**src/sinusoidal_motor_commutation_unit_macros.svh**
```systemverilog
// ----------------------------------------------------------------------------
// Assertion macros
// Concurrent assertion helpers shared by the commutation unit RTL.
// ----------------------------------------------------------------------------
`ifndef SINUSOIDAL_MOTOR_COMMUTATION_UNIT_MACROS_SVH
`define SINUSOIDAL_MOTOR_COMMUTATION_UNIT_MACROS_SVH

`ifndef SYNTHESIS
// lbl: label, clk: clock, rstn: active-low reset, prop: property body
`define SMCU_ASSERT(lbl, clk, rstn, prop) \
  lbl: assert property (@(posedge clk) disable iff (!rstn) prop) \
    else $error("smcu assertion failed");
// cond must never hold outside reset
`define SMCU_NEVER(lbl, clk, rstn, cond) \
  lbl: assert property (@(posedge clk) disable iff (!rstn) !(cond)) \
    else $error("smcu forbidden condition");
`else
`define SMCU_ASSERT(lbl, clk, rstn, prop)
`define SMCU_NEVER(lbl, clk, rstn, cond)
`endif

`endif

```
**src/smcu_pkg.sv**
```systemverilog
// ----------------------------------------------------------------------------
// Commutation unit package
// Shared types, codes and constants of the sinusoidal commutation unit.
// ----------------------------------------------------------------------------
`timescale 1ns / 1ps

package smcu_pkg;

  localparam int PHASE_BITS_DEF = 12;
  localparam int DUTY_BITS_DEF  = 16;

  // encoder counts per mechanical turn are fixed at 2^ENC_BITS
  localparam int ENC_BITS   = 12;
  localparam int CFG_DATA_W = 15;

  // shared multiplier operand width, product upper part after >> 30
  localparam int MUL_W     = 31;
  localparam int PROD_W    = 2 * MUL_W;
  localparam int PROD_HI_W = PROD_W - 30;

  localparam logic [PROD_HI_W-1:0] SIN_C1 = 32'd1686629713;
  localparam logic [PROD_HI_W-1:0] SIN_C3 = 32'd693598668;
  localparam logic [PROD_HI_W-1:0] SIN_C5 = 32'd85569306;
  localparam logic [MUL_W-1:0]     SIN_C7 = 31'd5026995;
  localparam logic [MUL_W-1:0]     ONE_Q30 = 31'h4000_0000;

  // register indexes
  localparam logic [1:0] REG_ZERO_OFFSET = 2'd0;
  localparam logic [1:0] REG_POLE_PAIRS  = 2'd1;
  localparam logic [1:0] REG_AMPLITUDE   = 2'd2;
  localparam logic [1:0] REG_COMMAND_ID  = 2'd3;

  // item kinds
  localparam logic CMD_ANGLE = 1'b0;
  localparam logic CMD_FRAME = 1'b1;

  // direction request codes carried in the first frame byte
  localparam logic [7:0] REQ_FWD = 8'd1;
  localparam logic [7:0] REQ_REV = 8'd2;

  typedef enum logic [1:0] {
    DIR_STOP = 2'b00,
    DIR_FWD  = 2'b01,
    DIR_REV  = 2'b11
  } dir_e;

  typedef struct packed {
    logic [11:0] zero_offset;
    logic [5:0]  pole_pairs;
    logic [14:0] amplitude;
    logic [10:0] command_id;
  } cfg_t;

  localparam cfg_t CFG_RESET = '{
    zero_offset: 12'd0,
    pole_pairs:  6'd14,
    amplitude:   15'd22938,
    command_id:  11'd21
  };

  typedef struct packed {
    logic start;
    logic ack;
  } core_ctrl_t;

  typedef struct packed {
    logic busy;
    logic done;
  } core_stat_t;

  typedef enum logic [4:0] {
    ST_IDLE,
    ST_ELEC_MUL,
    ST_ELEC_WB,
    ST_FOLD,
    ST_X2_MUL,
    ST_X2_WB,
    ST_T5_MUL,
    ST_T5_WB,
    ST_T3_MUL,
    ST_T3_WB,
    ST_T1_MUL,
    ST_T1_WB,
    ST_S_MUL,
    ST_S_WB,
    ST_A_MUL,
    ST_A_WB,
    ST_DONE
  } core_state_e;

endpackage

```
**src/smcu_mul.sv**
```systemverilog
// ----------------------------------------------------------------------------
// Shared multiplier
// Unsigned MUL_W x MUL_W multiplier with a registered product.
// ----------------------------------------------------------------------------
`timescale 1ns / 1ps

module smcu_mul (
  input  logic                             clk_i,
  input  logic [smcu_pkg::MUL_W-1:0]       a_i,
  input  logic [smcu_pkg::MUL_W-1:0]       b_i,
  output logic [smcu_pkg::PROD_W-1:0]      prod_o
);

  logic [smcu_pkg::PROD_W-1:0] prod_q;

  always_ff @(posedge clk_i) begin
    prod_q <= smcu_pkg::PROD_W'(a_i) * smcu_pkg::PROD_W'(b_i);
  end

  assign prod_o = prod_q;

endmodule

```
**src/smcu_core.sv**
```systemverilog
// ----------------------------------------------------------------------------
// Commutation core
// Sequencer that turns one angle sample into three duties on one multiplier.
// ----------------------------------------------------------------------------
`timescale 1ns / 1ps
`include "sinusoidal_motor_commutation_unit_macros.svh"

module smcu_core #(
  parameter int PHASE_BITS = smcu_pkg::PHASE_BITS_DEF,
  parameter int DUTY_BITS  = smcu_pkg::DUTY_BITS_DEF
) (
  input  logic                            clk_i,
  input  logic                            rst_ni,
  input  smcu_pkg::core_ctrl_t            ctrl_i,
  input  smcu_pkg::cfg_t                  cfg_i,
  input  logic [smcu_pkg::ENC_BITS-1:0]   angle_i,
  input  smcu_pkg::dir_e                  dir_i,
  output smcu_pkg::core_stat_t            stat_o,
  output logic [DUTY_BITS-1:0]            duty_a_o,
  output logic [DUTY_BITS-1:0]            duty_b_o,
  output logic [DUTY_BITS-1:0]            duty_c_o,
  output smcu_pkg::dir_e                  dir_o
);

  localparam int MW    = smcu_pkg::MUL_W;
  localparam int PW    = smcu_pkg::PROD_W;
  localparam int EB    = smcu_pkg::ENC_BITS;
  localparam int QTR   = 1 << (PHASE_BITS - 2);
  localparam int THIRD = ((1 << PHASE_BITS) + 1) / 3;
  localparam int XSH   = 30 - (PHASE_BITS - 2);
  localparam int RSH   = 46 - DUTY_BITS;
  localparam int LIM   = (1 << (DUTY_BITS - 1)) - 1;

  smcu_pkg::core_state_e state_q, state_d;
  smcu_pkg::dir_e        dir_q, dir_d;
  logic [1:0]            ph_q, ph_d;
  logic [EB-1:0]         mech_q, mech_d;
  logic [PHASE_BITS-1:0] p_q, p_d;
  logic [MW-1:0]         x_q, x_d;
  logic [MW-1:0]         x2_q, x2_d;
  logic [MW-1:0]         t_q, t_d;
  logic [MW-1:0]         s_q, s_d;
  logic                  neg_q, neg_d;
  logic [DUTY_BITS-1:0]  duty_q [3];
  logic [DUTY_BITS-1:0]  duty_d [3];

  logic [MW-1:0]                   mul_a;
  logic [MW-1:0]                   mul_b;
  logic [PW-1:0]                   prod;
  logic [smcu_pkg::PROD_HI_W-1:0]  prod_hi;

  logic [PHASE_BITS+EB-1:0] elec_wide;
  logic [PHASE_BITS-1:0]    elec_p;
  logic [PHASE_BITS-1:0]    cur;
  logic [1:0]               quad;
  logic [PHASE_BITS-3:0]    frac;
  logic [PHASE_BITS-2:0]    u;
  logic [PW:0]              rnd;
  logic [PW:0]              mag_w;
  logic [DUTY_BITS-1:0]     mag;

  smcu_mul u_mul (
    .clk_i  (clk_i),
    .a_i    (mul_a),
    .b_i    (mul_b),
    .prod_o (prod)
  );

  assign prod_hi = prod[PW-1:30];

  // rescale the 12-bit electrical angle to PHASE_BITS
  assign elec_wide = {prod[EB-1:0], {PHASE_BITS{1'b0}}} >> EB;
  assign elec_p    = elec_wide[PHASE_BITS-1:0];

  // fold the current phase into one quadrant
  always_comb begin
    case (ph_q)
      2'd1:    cur = p_q - PHASE_BITS'(THIRD);
      2'd2:    cur = p_q + PHASE_BITS'(THIRD);
      default: cur = p_q;
    endcase
    quad = cur[PHASE_BITS-1:PHASE_BITS-2];
    frac = cur[PHASE_BITS-3:0];
    if (quad == 2'd0 || quad == 2'd2) begin
      u = (PHASE_BITS-1)'(QTR) - {1'b0, frac};
    end else begin
      u = {1'b0, frac};
    end
  end

  // round half up and saturate the duty magnitude
  assign rnd   = {1'b0, prod} + ((PW + 1)'(1) << (RSH - 1));
  assign mag_w = rnd >> RSH;
  assign mag   = (mag_w > (PW + 1)'(LIM)) ? DUTY_BITS'(LIM) : mag_w[DUTY_BITS-1:0];

  always_ff @(posedge clk_i or negedge rst_ni) begin
    if (!rst_ni) begin
      state_q <= smcu_pkg::ST_IDLE;
      dir_q   <= smcu_pkg::DIR_FWD;
      ph_q    <= 2'd0;
      x_q     <= '0;
      s_q     <= '0;
    end else begin
      state_q <= state_d;
      dir_q   <= dir_d;
      ph_q    <= ph_d;
      x_q     <= x_d;
      s_q     <= s_d;
    end
  end

  always_ff @(posedge clk_i) begin
    mech_q <= mech_d;
    p_q    <= p_d;
    x2_q   <= x2_d;
    t_q    <= t_d;
    neg_q  <= neg_d;
    duty_q <= duty_d;
  end

  always_comb begin
    state_d = state_q;
    dir_d   = dir_q;
    ph_d    = ph_q;
    mech_d  = mech_q;
    p_d     = p_q;
    x_d     = x_q;
    x2_d    = x2_q;
    t_d     = t_q;
    s_d     = s_q;
    neg_d   = neg_q;
    duty_d  = duty_q;
    mul_a   = '0;
    mul_b   = '0;

    case (state_q)
      smcu_pkg::ST_IDLE: begin
        if (ctrl_i.start) begin
          dir_d  = dir_i;
          mech_d = angle_i - cfg_i.zero_offset;
          if (dir_i == smcu_pkg::DIR_STOP) begin
            duty_d[0] = '0;
            duty_d[1] = '0;
            duty_d[2] = '0;
            state_d   = smcu_pkg::ST_DONE;
          end else begin
            state_d = smcu_pkg::ST_ELEC_MUL;
          end
        end
      end
      smcu_pkg::ST_ELEC_MUL: begin
        mul_a   = MW'(mech_q);
        mul_b   = MW'(cfg_i.pole_pairs);
        state_d = smcu_pkg::ST_ELEC_WB;
      end
      smcu_pkg::ST_ELEC_WB: begin
        // add a quarter turn with the sign of the direction
        if (dir_q == smcu_pkg::DIR_FWD) begin
          p_d = elec_p + PHASE_BITS'(QTR);
        end else begin
          p_d = elec_p - PHASE_BITS'(QTR);
        end
        ph_d    = 2'd0;
        state_d = smcu_pkg::ST_FOLD;
      end
      smcu_pkg::ST_FOLD: begin
        x_d     = MW'(u) << XSH;
        neg_d   = (quad == 2'd1) || (quad == 2'd2);
        state_d = smcu_pkg::ST_X2_MUL;
      end
      smcu_pkg::ST_X2_MUL: begin
        mul_a   = x_q;
        mul_b   = x_q;
        state_d = smcu_pkg::ST_X2_WB;
      end
      smcu_pkg::ST_X2_WB: begin
        x2_d    = prod_hi[MW-1:0];
        state_d = smcu_pkg::ST_T5_MUL;
      end
      smcu_pkg::ST_T5_MUL: begin
        mul_a   = smcu_pkg::SIN_C7;
        mul_b   = x2_q;
        state_d = smcu_pkg::ST_T5_WB;
      end
      smcu_pkg::ST_T5_WB: begin
        t_d     = MW'(smcu_pkg::SIN_C5 - prod_hi);
        state_d = smcu_pkg::ST_T3_MUL;
      end
      smcu_pkg::ST_T3_MUL: begin
        mul_a   = t_q;
        mul_b   = x2_q;
        state_d = smcu_pkg::ST_T3_WB;
      end
      smcu_pkg::ST_T3_WB: begin
        t_d     = MW'(smcu_pkg::SIN_C3 - prod_hi);
        state_d = smcu_pkg::ST_T1_MUL;
      end
      smcu_pkg::ST_T1_MUL: begin
        mul_a   = t_q;
        mul_b   = x2_q;
        state_d = smcu_pkg::ST_T1_WB;
      end
      smcu_pkg::ST_T1_WB: begin
        t_d     = MW'(smcu_pkg::SIN_C1 - prod_hi);
        state_d = smcu_pkg::ST_S_MUL;
      end
      smcu_pkg::ST_S_MUL: begin
        mul_a   = t_q;
        mul_b   = x_q;
        state_d = smcu_pkg::ST_S_WB;
      end
      smcu_pkg::ST_S_WB: begin
        // clamp the sine to 1.0
        if (prod_hi > {1'b0, smcu_pkg::ONE_Q30}) begin
          s_d = smcu_pkg::ONE_Q30;
        end else begin
          s_d = prod_hi[MW-1:0];
        end
        state_d = smcu_pkg::ST_A_MUL;
      end
      smcu_pkg::ST_A_MUL: begin
        mul_a   = MW'(cfg_i.amplitude);
        mul_b   = s_q;
        state_d = smcu_pkg::ST_A_WB;
      end
      smcu_pkg::ST_A_WB: begin
        duty_d[ph_q] = neg_q ? (DUTY_BITS'(0) - mag) : mag;
        if (ph_q == 2'd2) begin
          state_d = smcu_pkg::ST_DONE;
        end else begin
          ph_d    = ph_q + 2'd1;
          state_d = smcu_pkg::ST_FOLD;
        end
      end
      smcu_pkg::ST_DONE: begin
        // hold until the output register takes the result
        if (ctrl_i.ack) begin
          state_d = smcu_pkg::ST_IDLE;
        end
      end
      default: begin
        state_d = smcu_pkg::ST_IDLE;
      end
    endcase
  end

  assign stat_o.busy = (state_q != smcu_pkg::ST_IDLE);
  assign stat_o.done = (state_q == smcu_pkg::ST_DONE);
  assign duty_a_o    = duty_q[0];
  assign duty_b_o    = duty_q[1];
  assign duty_c_o    = duty_q[2];
  assign dir_o       = dir_q;

  `SMCU_NEVER(a_ph_range, clk_i, rst_ni, ph_q == 2'd3)
  `SMCU_ASSERT(a_last_done, clk_i, rst_ni, (state_q == smcu_pkg::ST_A_WB && ph_q == 2'd2) |=> (state_q == smcu_pkg::ST_DONE))
  `SMCU_NEVER(a_sine_bound, clk_i, rst_ni, s_q > smcu_pkg::ONE_Q30)

endmodule

```
**src/sinusoidal_motor_commutation_unit.sv**
```systemverilog
// Angle sample: 19 products on one 31x31 multiplier, none when stopped, then the result
// goes to the output register; no new request is taken until the core is idle again.
// CAN frame request: taken when the core is idle, may set the direction, gives no result.
// Reset: direction forward, registers to defaults, no result pending.
// ----------------------------------------------------------------------------
// Sinusoidal motor commutation unit
// Three-phase sinusoidal duties from encoder angles, direction set by CAN frames.
// ----------------------------------------------------------------------------
`timescale 1ns / 1ps
`include "sinusoidal_motor_commutation_unit_macros.svh"

module sinusoidal_motor_commutation_unit #(
  parameter int PHASE_BITS = smcu_pkg::PHASE_BITS_DEF,
  parameter int DUTY_BITS  = smcu_pkg::DUTY_BITS_DEF
) (
  input  logic                               clk_i,
  input  logic                               rst_ni,
  input  logic                               in_valid_i,
  output logic                               in_stall_o,
  input  logic                               command_i,
  input  logic [11:0]                        angle_raw_i,
  input  logic [10:0]                        frame_id_i,
  input  logic [3:0]                         frame_len_i,
  input  logic [7:0]                         frame_byte0_i,
  output logic                               out_valid_o,
  input  logic                               out_stall_i,
  output logic signed [DUTY_BITS-1:0]        duty_a_o,
  output logic signed [DUTY_BITS-1:0]        duty_b_o,
  output logic signed [DUTY_BITS-1:0]        duty_c_o,
  output logic signed [1:0]                  direction_now_o,
  input  logic                               cfg_valid_i,
  output logic                               cfg_ready_o,
  input  logic [1:0]                         cfg_index_i,
  input  logic [smcu_pkg::CFG_DATA_W-1:0]    cfg_data_i
);

  smcu_pkg::cfg_t       cfg_q, cfg_d;
  smcu_pkg::dir_e       dir_q, dir_d;
  smcu_pkg::core_ctrl_t core_ctrl;
  smcu_pkg::core_stat_t core_stat;
  smcu_pkg::dir_e       core_dir;
  smcu_pkg::dir_e       out_dir_q;
  logic                 out_valid_q, out_valid_d;
  logic                 in_accept;
  logic                 cfg_write;
  logic [DUTY_BITS-1:0] core_duty_a, core_duty_b, core_duty_c;
  logic [DUTY_BITS-1:0] out_duty_a_q, out_duty_b_q, out_duty_c_q;

  assign in_stall_o  = core_stat.busy;
  assign in_accept   = in_valid_i && !in_stall_o;
  assign cfg_ready_o = 1'b1;
  assign cfg_write   = cfg_valid_i && cfg_ready_o;

  assign core_ctrl.start = in_accept && (command_i == smcu_pkg::CMD_ANGLE);
  assign core_ctrl.ack   = core_stat.done && (!out_valid_q || !out_stall_i);

  always_comb begin
    cfg_d = cfg_q;
    if (cfg_write) begin
      case (cfg_index_i)
        smcu_pkg::REG_ZERO_OFFSET: cfg_d.zero_offset = cfg_data_i[11:0];
        smcu_pkg::REG_POLE_PAIRS:  cfg_d.pole_pairs  = cfg_data_i[5:0];
        smcu_pkg::REG_AMPLITUDE:   cfg_d.amplitude   = cfg_data_i[14:0];
        smcu_pkg::REG_COMMAND_ID:  cfg_d.command_id  = cfg_data_i[10:0];
        default: ;
      endcase
    end
  end

  // a matching frame with data sets the direction; unknown codes stop
  always_comb begin
    dir_d = dir_q;
    if (in_accept && (command_i == smcu_pkg::CMD_FRAME) &&
        (frame_id_i == cfg_q.command_id) && (frame_len_i != 4'd0)) begin
      case (frame_byte0_i)
        smcu_pkg::REQ_FWD: dir_d = smcu_pkg::DIR_FWD;
        smcu_pkg::REQ_REV: dir_d = smcu_pkg::DIR_REV;
        default:           dir_d = smcu_pkg::DIR_STOP;
      endcase
    end
  end

  always_comb begin
    out_valid_d = out_valid_q;
    if (core_ctrl.ack) begin
      out_valid_d = 1'b1;
    end else if (!out_stall_i) begin
      out_valid_d = 1'b0;
    end
  end

  always_ff @(posedge clk_i or negedge rst_ni) begin
    if (!rst_ni) begin
      cfg_q       <= smcu_pkg::CFG_RESET;
      dir_q       <= smcu_pkg::DIR_FWD;
      out_valid_q <= 1'b0;
    end else begin
      cfg_q       <= cfg_d;
      dir_q       <= dir_d;
      out_valid_q <= out_valid_d;
    end
  end

  always_ff @(posedge clk_i) begin
    if (core_ctrl.ack) begin
      out_duty_a_q <= core_duty_a;
      out_duty_b_q <= core_duty_b;
      out_duty_c_q <= core_duty_c;
      out_dir_q    <= core_dir;
    end
  end

  smcu_core #(
    .PHASE_BITS (PHASE_BITS),
    .DUTY_BITS  (DUTY_BITS)
  ) u_core (
    .clk_i    (clk_i),
    .rst_ni   (rst_ni),
    .ctrl_i   (core_ctrl),
    .cfg_i    (cfg_q),
    .angle_i  (angle_raw_i),
    .dir_i    (dir_q),
    .stat_o   (core_stat),
    .duty_a_o (core_duty_a),
    .duty_b_o (core_duty_b),
    .duty_c_o (core_duty_c),
    .dir_o    (core_dir)
  );

  assign out_valid_o     = out_valid_q;
  assign duty_a_o        = out_duty_a_q;
  assign duty_b_o        = out_duty_b_q;
  assign duty_c_o        = out_duty_c_q;
  assign direction_now_o = out_dir_q;

  `SMCU_ASSERT(a_angle_busy, clk_i, rst_ni, core_ctrl.start |=> core_stat.busy)
  `SMCU_ASSERT(a_frame_idle, clk_i, rst_ni, (in_accept && command_i == smcu_pkg::CMD_FRAME) |=> !core_stat.busy)
  `SMCU_ASSERT(a_load_done, clk_i, rst_ni, $rose(out_valid_q) |-> $past(core_stat.done))

endmodule

```
**config.mk**
```make
export PLATFORM = sky130hd
export DESIGN_NAME = sinusoidal_motor_commutation_unit
export DESIGN_NICKNAME = d
export VERILOG_FILES = /design/src/smcu_pkg.sv /design/src/smcu_mul.sv /design/src/smcu_core.sv /design/src/sinusoidal_motor_commutation_unit.sv
export VERILOG_INCLUDE_DIRS = /design/src /design/src/src
export SDC_FILE = /design/constraint.sdc
export NUM_CORES = 2
export LEC_CHECK = 0
export ABC_AREA = 0
export BUFFER_PORTS_ARGS = -buffer_cell sky130_fd_sc_hd__buf_2
export CORE_MARGIN = 2
export CORE_UTILIZATION = 25
export CTS_BUF_LIST = sky130_fd_sc_hd__clkbuf_8 sky130_fd_sc_hd__clkbuf_16
export DETAILED_ROUTE_END_ITERATION = 16
export SKIP_LAST_GASP = 1
export SYNTH_ARGS = -nofsm -noshare
export SYNTH_HDL_FRONTEND = slang
export SYNTH_SLANG_ARGS = --single-unit
```
**constraint.sdc**
```tcl
create_clock -name clk_i -period 19.47 [get_ports clk_i]
set_input_delay 0.9735 -clock clk_i [delete_from_list [all_inputs] [get_ports clk_i]]
set_output_delay 0.9735 -clock clk_i [all_outputs]
set_load 0.01 [all_outputs]
```
**Word level (Yosys, flattened, before mapping)**

Cells that the tools add are included.

- Register bits after elaboration: 345
- Output and inout port bits: 53
- Input port bits: 58
- Word-level logic and storage cells: 133

- Reductions and logical operators: 33
- Add/sub/neg operators: 12
- Eq/ne operators: 32
- Bitwise operators: 2
- Multiply operators: 1
- Multiplexer cells: 25
- $lt $le $gt $ge: 4

Operator list:

| kind | number |
|---|---|
| $pmux 31 s5 | 1 |
| $pmux 31 s4 | 1 |
| $mux 48 | 2 |
| $pmux 48 s2 | 1 |
| $pmux 31 s3 | 1 |
| $pmux 5 s17 | 1 |
| $add 62x30->63 const B | 1 |
| $mul 31x31->62 | 1 |
| $bwmux 48 | 1 |
| $mux 16 | 3 |
| $eq 5x4->1 const B | 8 |
| $gt 33x15->1 const B | 1 |
| $demux 16 s2 | 1 |
| $gt 32x31->1 const B | 1 |
| $mux 31 | 1 |
| $sub 27x31->31 const A | 1 |
| $sub 30x31->31 const A | 1 |
| $sub 31x31->31 const A | 1 |
| $add 12x11->12 const B | 2 |
| $pmux 12 s2 | 1 |
| $sub 12x11->12 const B | 2 |
| $eq 5x3->1 const B | 4 |
| $mux 5 | 4 |
| $sub 1x16->16 const A | 1 |
| other kinds (35) | 67 |

**Logic depth before layout (Yosys ltp)**

- Depth in word-level cells: 7
- Gate-level depth with buffers: 38
- Gate-level depth less buffers: 33

**Modules after synthesis**

Synthesis repeated with hierarchy kept, for this count alone.

- Cell total of the unflattened synthesis: 4,972
- Area total of the unflattened synthesis: 47,992.3 um2

By module, submodules not included:

| module | seq. area each (um2) | instances | area an instance (um2) | cells each |
|---|---|---|---|---|
| smcu_mul | 1,241.2 | 1 | 32,353.5 | 3,518 |
| smcu_core | 5,331.4 | 1 | 12,160.4 | 1,276 |
| sinusoidal_motor_commutation_unit | 2,696.3 | 1 | 3,478.3 | 178 |

**Worst setup path before layout**

OpenSTA, ideal clock, no wires.

- Path kind: register to register
- Start: reg u_core.state_q[0]
- End: reg u_core.u_mul.prod_q (netlist bit u_core.u_mul.prod_o[58])
- Path slack: 10.235 ns
- Setup time: 0.062 ns
- Path buffers: 6
- Required time: 19.408 ns
- Clock period less this slack: 9.235 ns
- Arrival time: 9.173 ns
- Cell stages (with the launch flop): 35
- Path through: dfrtp_1 -> clkbuf_1 -> or2_2 -> clkbuf_1 -> nor3_1 -> clkbuf_1 -> buf_2 -> buf_1 -> a22o_1 -> clkbuf_1 -> nand2_1 -> fa_1 -> inv_1 -> fa_1 -> inv_1 -> fa_1 -> inv_1 -> fa_1 -> fa_1 -> fa_1 -> fa_1 -> inv_1 -> fa_1 -> inv_1 -> ha_1 -> a211oi_1 -> o21ai_0 -> o32ai_1 -> o21ai_0 -> a21boi_1 -> a41o_1 -> a31oi_1 -> o31ai_1 -> a2111o_1 -> nand3_1

- Word-level cells in the longest chain between the ends: 4
- Elaborated cells between the ends (all ways): 13
- Those cells by class: 1 x mul; 7 x eq/ne; 2 x mux; 3 x reduce/logical

RTL lines:

| what | RTL line | text |
|---|---|---|
| start, declared | smcu_core.sv:34 | `smcu_pkg::core_state_e state_q, state_d;` |
| start signal, assigned | smcu_core.sv:98 | `state_q <= smcu_pkg::ST_IDLE;` |
| start signal, assigned | smcu_core.sv:104 | `state_q <= state_d;` |
| $eq 5x4->1 / $eq 5x3->1 (equally long branches) | smcu_core.sv:136 | `case (state_q)` |
| $reduce_or 3->1 (no source line) / $reduce_or 2->1 (equally long branches) | - |  |
| $pmux 31 s5 / $pmux 31 s4 (equally long branches) | smcu_core.sv:136 |  |
| $mul 31x31->62 (*) | smcu_mul.sv:17 | `prod_q <= smcu_pkg::PROD_W'(a_i) * smcu_pkg::PROD_W'(b_i);` |
| end signal, assigned | smcu_mul.sv:17 |  |
| end, declared | smcu_mul.sv:14 | `logic [smcu_pkg::PROD_W-1:0] prod_q;` |

Mark *: on every way between the ends. The rest lies on a longest branch, timed or not.
A chain may end at the register's enable or synchronous reset.

**Worst setup path after layout**

- Start: reg u_core.state_q[4]
- End: reg u_core.u_mul.prod_q (netlist bit u_core.u_mul.prod_o[58])

Same word-level chain as after synthesis.

==> flow_summary.yaml <==
run_status:
  status: "finished, final reports clean"
worst_setup_path:
  crit_type: "reg2reg"
  required_ns: 19.90
  start_kind: "flip-flop"
  arrival_ns: 11.00
  end_kind: "flip-flop"
  path_buf_inv: 7
  crit_fanout: 59
  cpMostUsedCell: "fa_1"
  critical-path-top-delay-family: "adder cells"
  max_stage_delay_ns: 0.81
  worst_path_max_delay_cell: "a21boi_1"
power_and_ir_drop:
  p_leak_nw: 22.7
  powerDensity_nw_per_um2: 34.5
  irDropWorstVdd_mv: 0.0434
sta:
  setup_tns_ns: 0
  rsz0062_at_grt: "no"
  finClkSkew_ns: 0.0219
  tightest_slew_ns: 1.27
  fin_crit_sh_pct: 54.2
  setup_viol: 0
  max_freq_mhz: 94.7
  slew_violations: 0
  slew_headroom_pct: 15.2
  min_period_ns: 10.56
  finalHoldViolCount: 0
place:
  gp_congestion: 0.966
  portBuffers: 109
  hpwl_mm: 115
  dpl_cell_area_um2: 49500
route:
  drt_iter0_drc: 3205
  vias_per_cell: 4.78
  wirelength_mm: 153
  vias: 35608
  drtPass1Iterations: 6
  drc_errors: 0
  avgRoutedWirePerCell_um: 20.6
  antenna_left: 0
synthesis:
  ys_ff_latch: 328
  synth_largest_area_cell: "fa_1"
  yosys_warnings: 0
  synth.distinct_cells: 88
  synth_edf_count: 185
  seq_area_frac_synth_pct: 19.4
  synth.net_count: 6172
  avgSynthCellArea_um2: 9.28
  synth_top_area_share_pct: 36.5
  synthTopCellsByArea: "fa_1 36%, edfxtp_1 12%, ha_1 8.2%"
  syn-cell-area_um2: 46100
  async_flop_share_pct: 29.9
  syn_inst: 4973
  synth_ff_type: "edfxtp_1"
cells_and_area:
  layout_common_cells: "887 x inv_1, 840 x fa_1, 706 x nand2_1"
  layout.cells.most_common: "inv_1"
  final_nets: 6152
  syn_to_final_growth_pct: 10.0
  drive_gt1_share_pct: 7.29
  final_cell_area_um2: 50700
  antenna-diode-count: 0
  fillers: 19340
clock_network:
  cts_hold_buf: 0
  post_cts_resized: 0
  cts_tree: "done"
  worst_skew_pair.late_latency_ns: 0.55
  clock-root-buffer: "clkbuf_16"
  htreeDepth: 2
  path_clk_slew_ns: 0.06
  cts_buffers: 37
  clock-sinks: 328
  cts_buffer_depth: 3
  cts_setup_buffers: 0
floorplanning:
  pin_count: 111
  die_w_um: 434
  core_um2: 183000
  fp.dieH_um: 434
  placement_rows: 157
  die_area_um2: 188000
  start_util_pct: 25.2
grt:
  antenna_found_initial: 0
  grt.total_usage_pct: 16.4
  grt_overflow_total: 0
  grt_pass1_wl_mm: 233
  grt_max_degree: 70
  grt_pass1_vias: 37648
worst_hold_path:
  min_path_type: "in2async"
flow_run:
  drv_cap: 0
-- kinds of logic (layout without fill, tap and decap cells) --
logic type      Yosys count  in the layout  share of synthesized area, %
simple gates           1575           1575                          14.4
other cells               1              1                       0.00813
fa+ha+maj              1141           1141                          44.6
buf+inv                1147           1155                          9.40
xor+xnor                134            134                          2.54
compound gates          587            587                          8.30
mux                      60             60                          1.41
flops                   328            328                          19.4
-- metal layers --
layer / GRT usage (%) / share of wire [%] / vias to the layer above
met3: 3.43 / 9.5 / 403
li1: - / - / 15463
met4: 7.47 / 5.3 / 0
met1: 20.5 / 38 / 18067
met2: 27.2 / 47 / 1675
met5: 0 / 0 / -
-- stage by stage --
| step | setup slack, ns | util, % | std cells | power [mW] | hold WS (ns) |
|---|---|---|---|---|---|
| after floorplan | 10.24 | - | 4973 | 0.982 | 0.386 |
| after global placement | 9.24 | 27.0 | 7378 | 1.06 | 0.390 |
| after detailed placement | 9.14 | 27.0 | 7378 | 1.07 | 0.392 |
| after CTS | 9.14 | 27.7 | 7445 | 1.77 | 0.345 |
| after global routing | 8.48 | 27.7 | 7445 | 1.81 | 0.377 |
| final | 8.91 | 27.7 | 7445 | 1.75 | 0.354 |
-- sequential cells by signal (all words and copies together), names as in the netlist, 16 cells and up --
| signal | count |
|---|---|
| u_core.u_mul.prod_o | 45 |
| cfg_q | 44 |
| u_core.s_q | 31 |
| u_core.t_q | 31 |
| u_core.x2_q | 31 |
| duty_a_o | 16 |
| duty_b_o | 16 |
| duty_c_o | 16 |
| u_core.duty_a_o | 16 |
| u_core.duty_b_o | 16 |
| u_core.duty_c_o | 16 |
-- synth_stat cells, drive strengths merged (12+ instances only) --
| library cell | n |
|---|---|
| clkbuf | 236 |
| nand4 | 19 |
| nor2 | 597 |
| a31oi | 18 |
| nor4 | 18 |
| xnor2 | 91 |
| fa | 840 |
| o21ai | 140 |
| mux2i | 21 |
| a22o | 62 |
| dfxtp | 45 |
| inv | 878 |
| a22oi | 49 |
| nand3 | 45 |
| a21oi | 150 |
| a211oi | 26 |
| a21o | 43 |
| and3 | 26 |
| edfxtp | 185 |
| nand2b | 19 |
| or3 | 12 |
| mux2 | 39 |
| nand2 | 706 |
| dfrtp | 82 |
| nor2b | 24 |
| buf | 32 |
| and2 | 29 |
| nor3 | 35 |
| xor2 | 43 |
| dfstp | 16 |
| ha | 301 |
-- cell type report --
cell class | instances | area (um2) | share of cell area, %
multi-input cells | 3498 | 32900 | 64.9
clock buffers | 42 | 1020 | 2.00
repair buffers | 209 | 1300 | 2.56
clock inverters | 25 | 179 | 0.353
flip-flops and latches | 328 | 8930 | 17.6
well taps | 2464 | 3080 | 6.08
inverters | 879 | 3300 | 6.50
-- worst paths after layout --
| check | start | to | slack (ns) | cells after the start |
|---|---|---|---|---|
| worst min-delay path | rst_ni | cfg_q[8] | 0.35 | 1 |
| worst max-delay path | u_core.state_q[4] | u_core.u_mul.prod_o[58] | 8.91 | 31 |
| max in group asynchronous | rst_ni | u_core.s_q[13] | 17.83 | 2 |
| worst min register to register | u_core.u_mul.prod_o[4] | u_core.p_q[4] | 0.40 | 0 |
| min in group clk_i | u_core.u_mul.prod_o[4] | u_core.p_q[4] | 0.40 | 0 |
| worst max register to register | u_core.state_q[4] | u_core.u_mul.prod_o[58] | 8.91 | 31 |
-- report_power, final --
group          leakage [nW]  switching, mW  internal (mW)  total (mW)
Combinational          18.6          0.108         0.0603       0.168
Sequential             3.49         0.0421          0.842       0.884
Clock                 0.631          0.295          0.402       0.696
(Power assumes the default switching activity.)
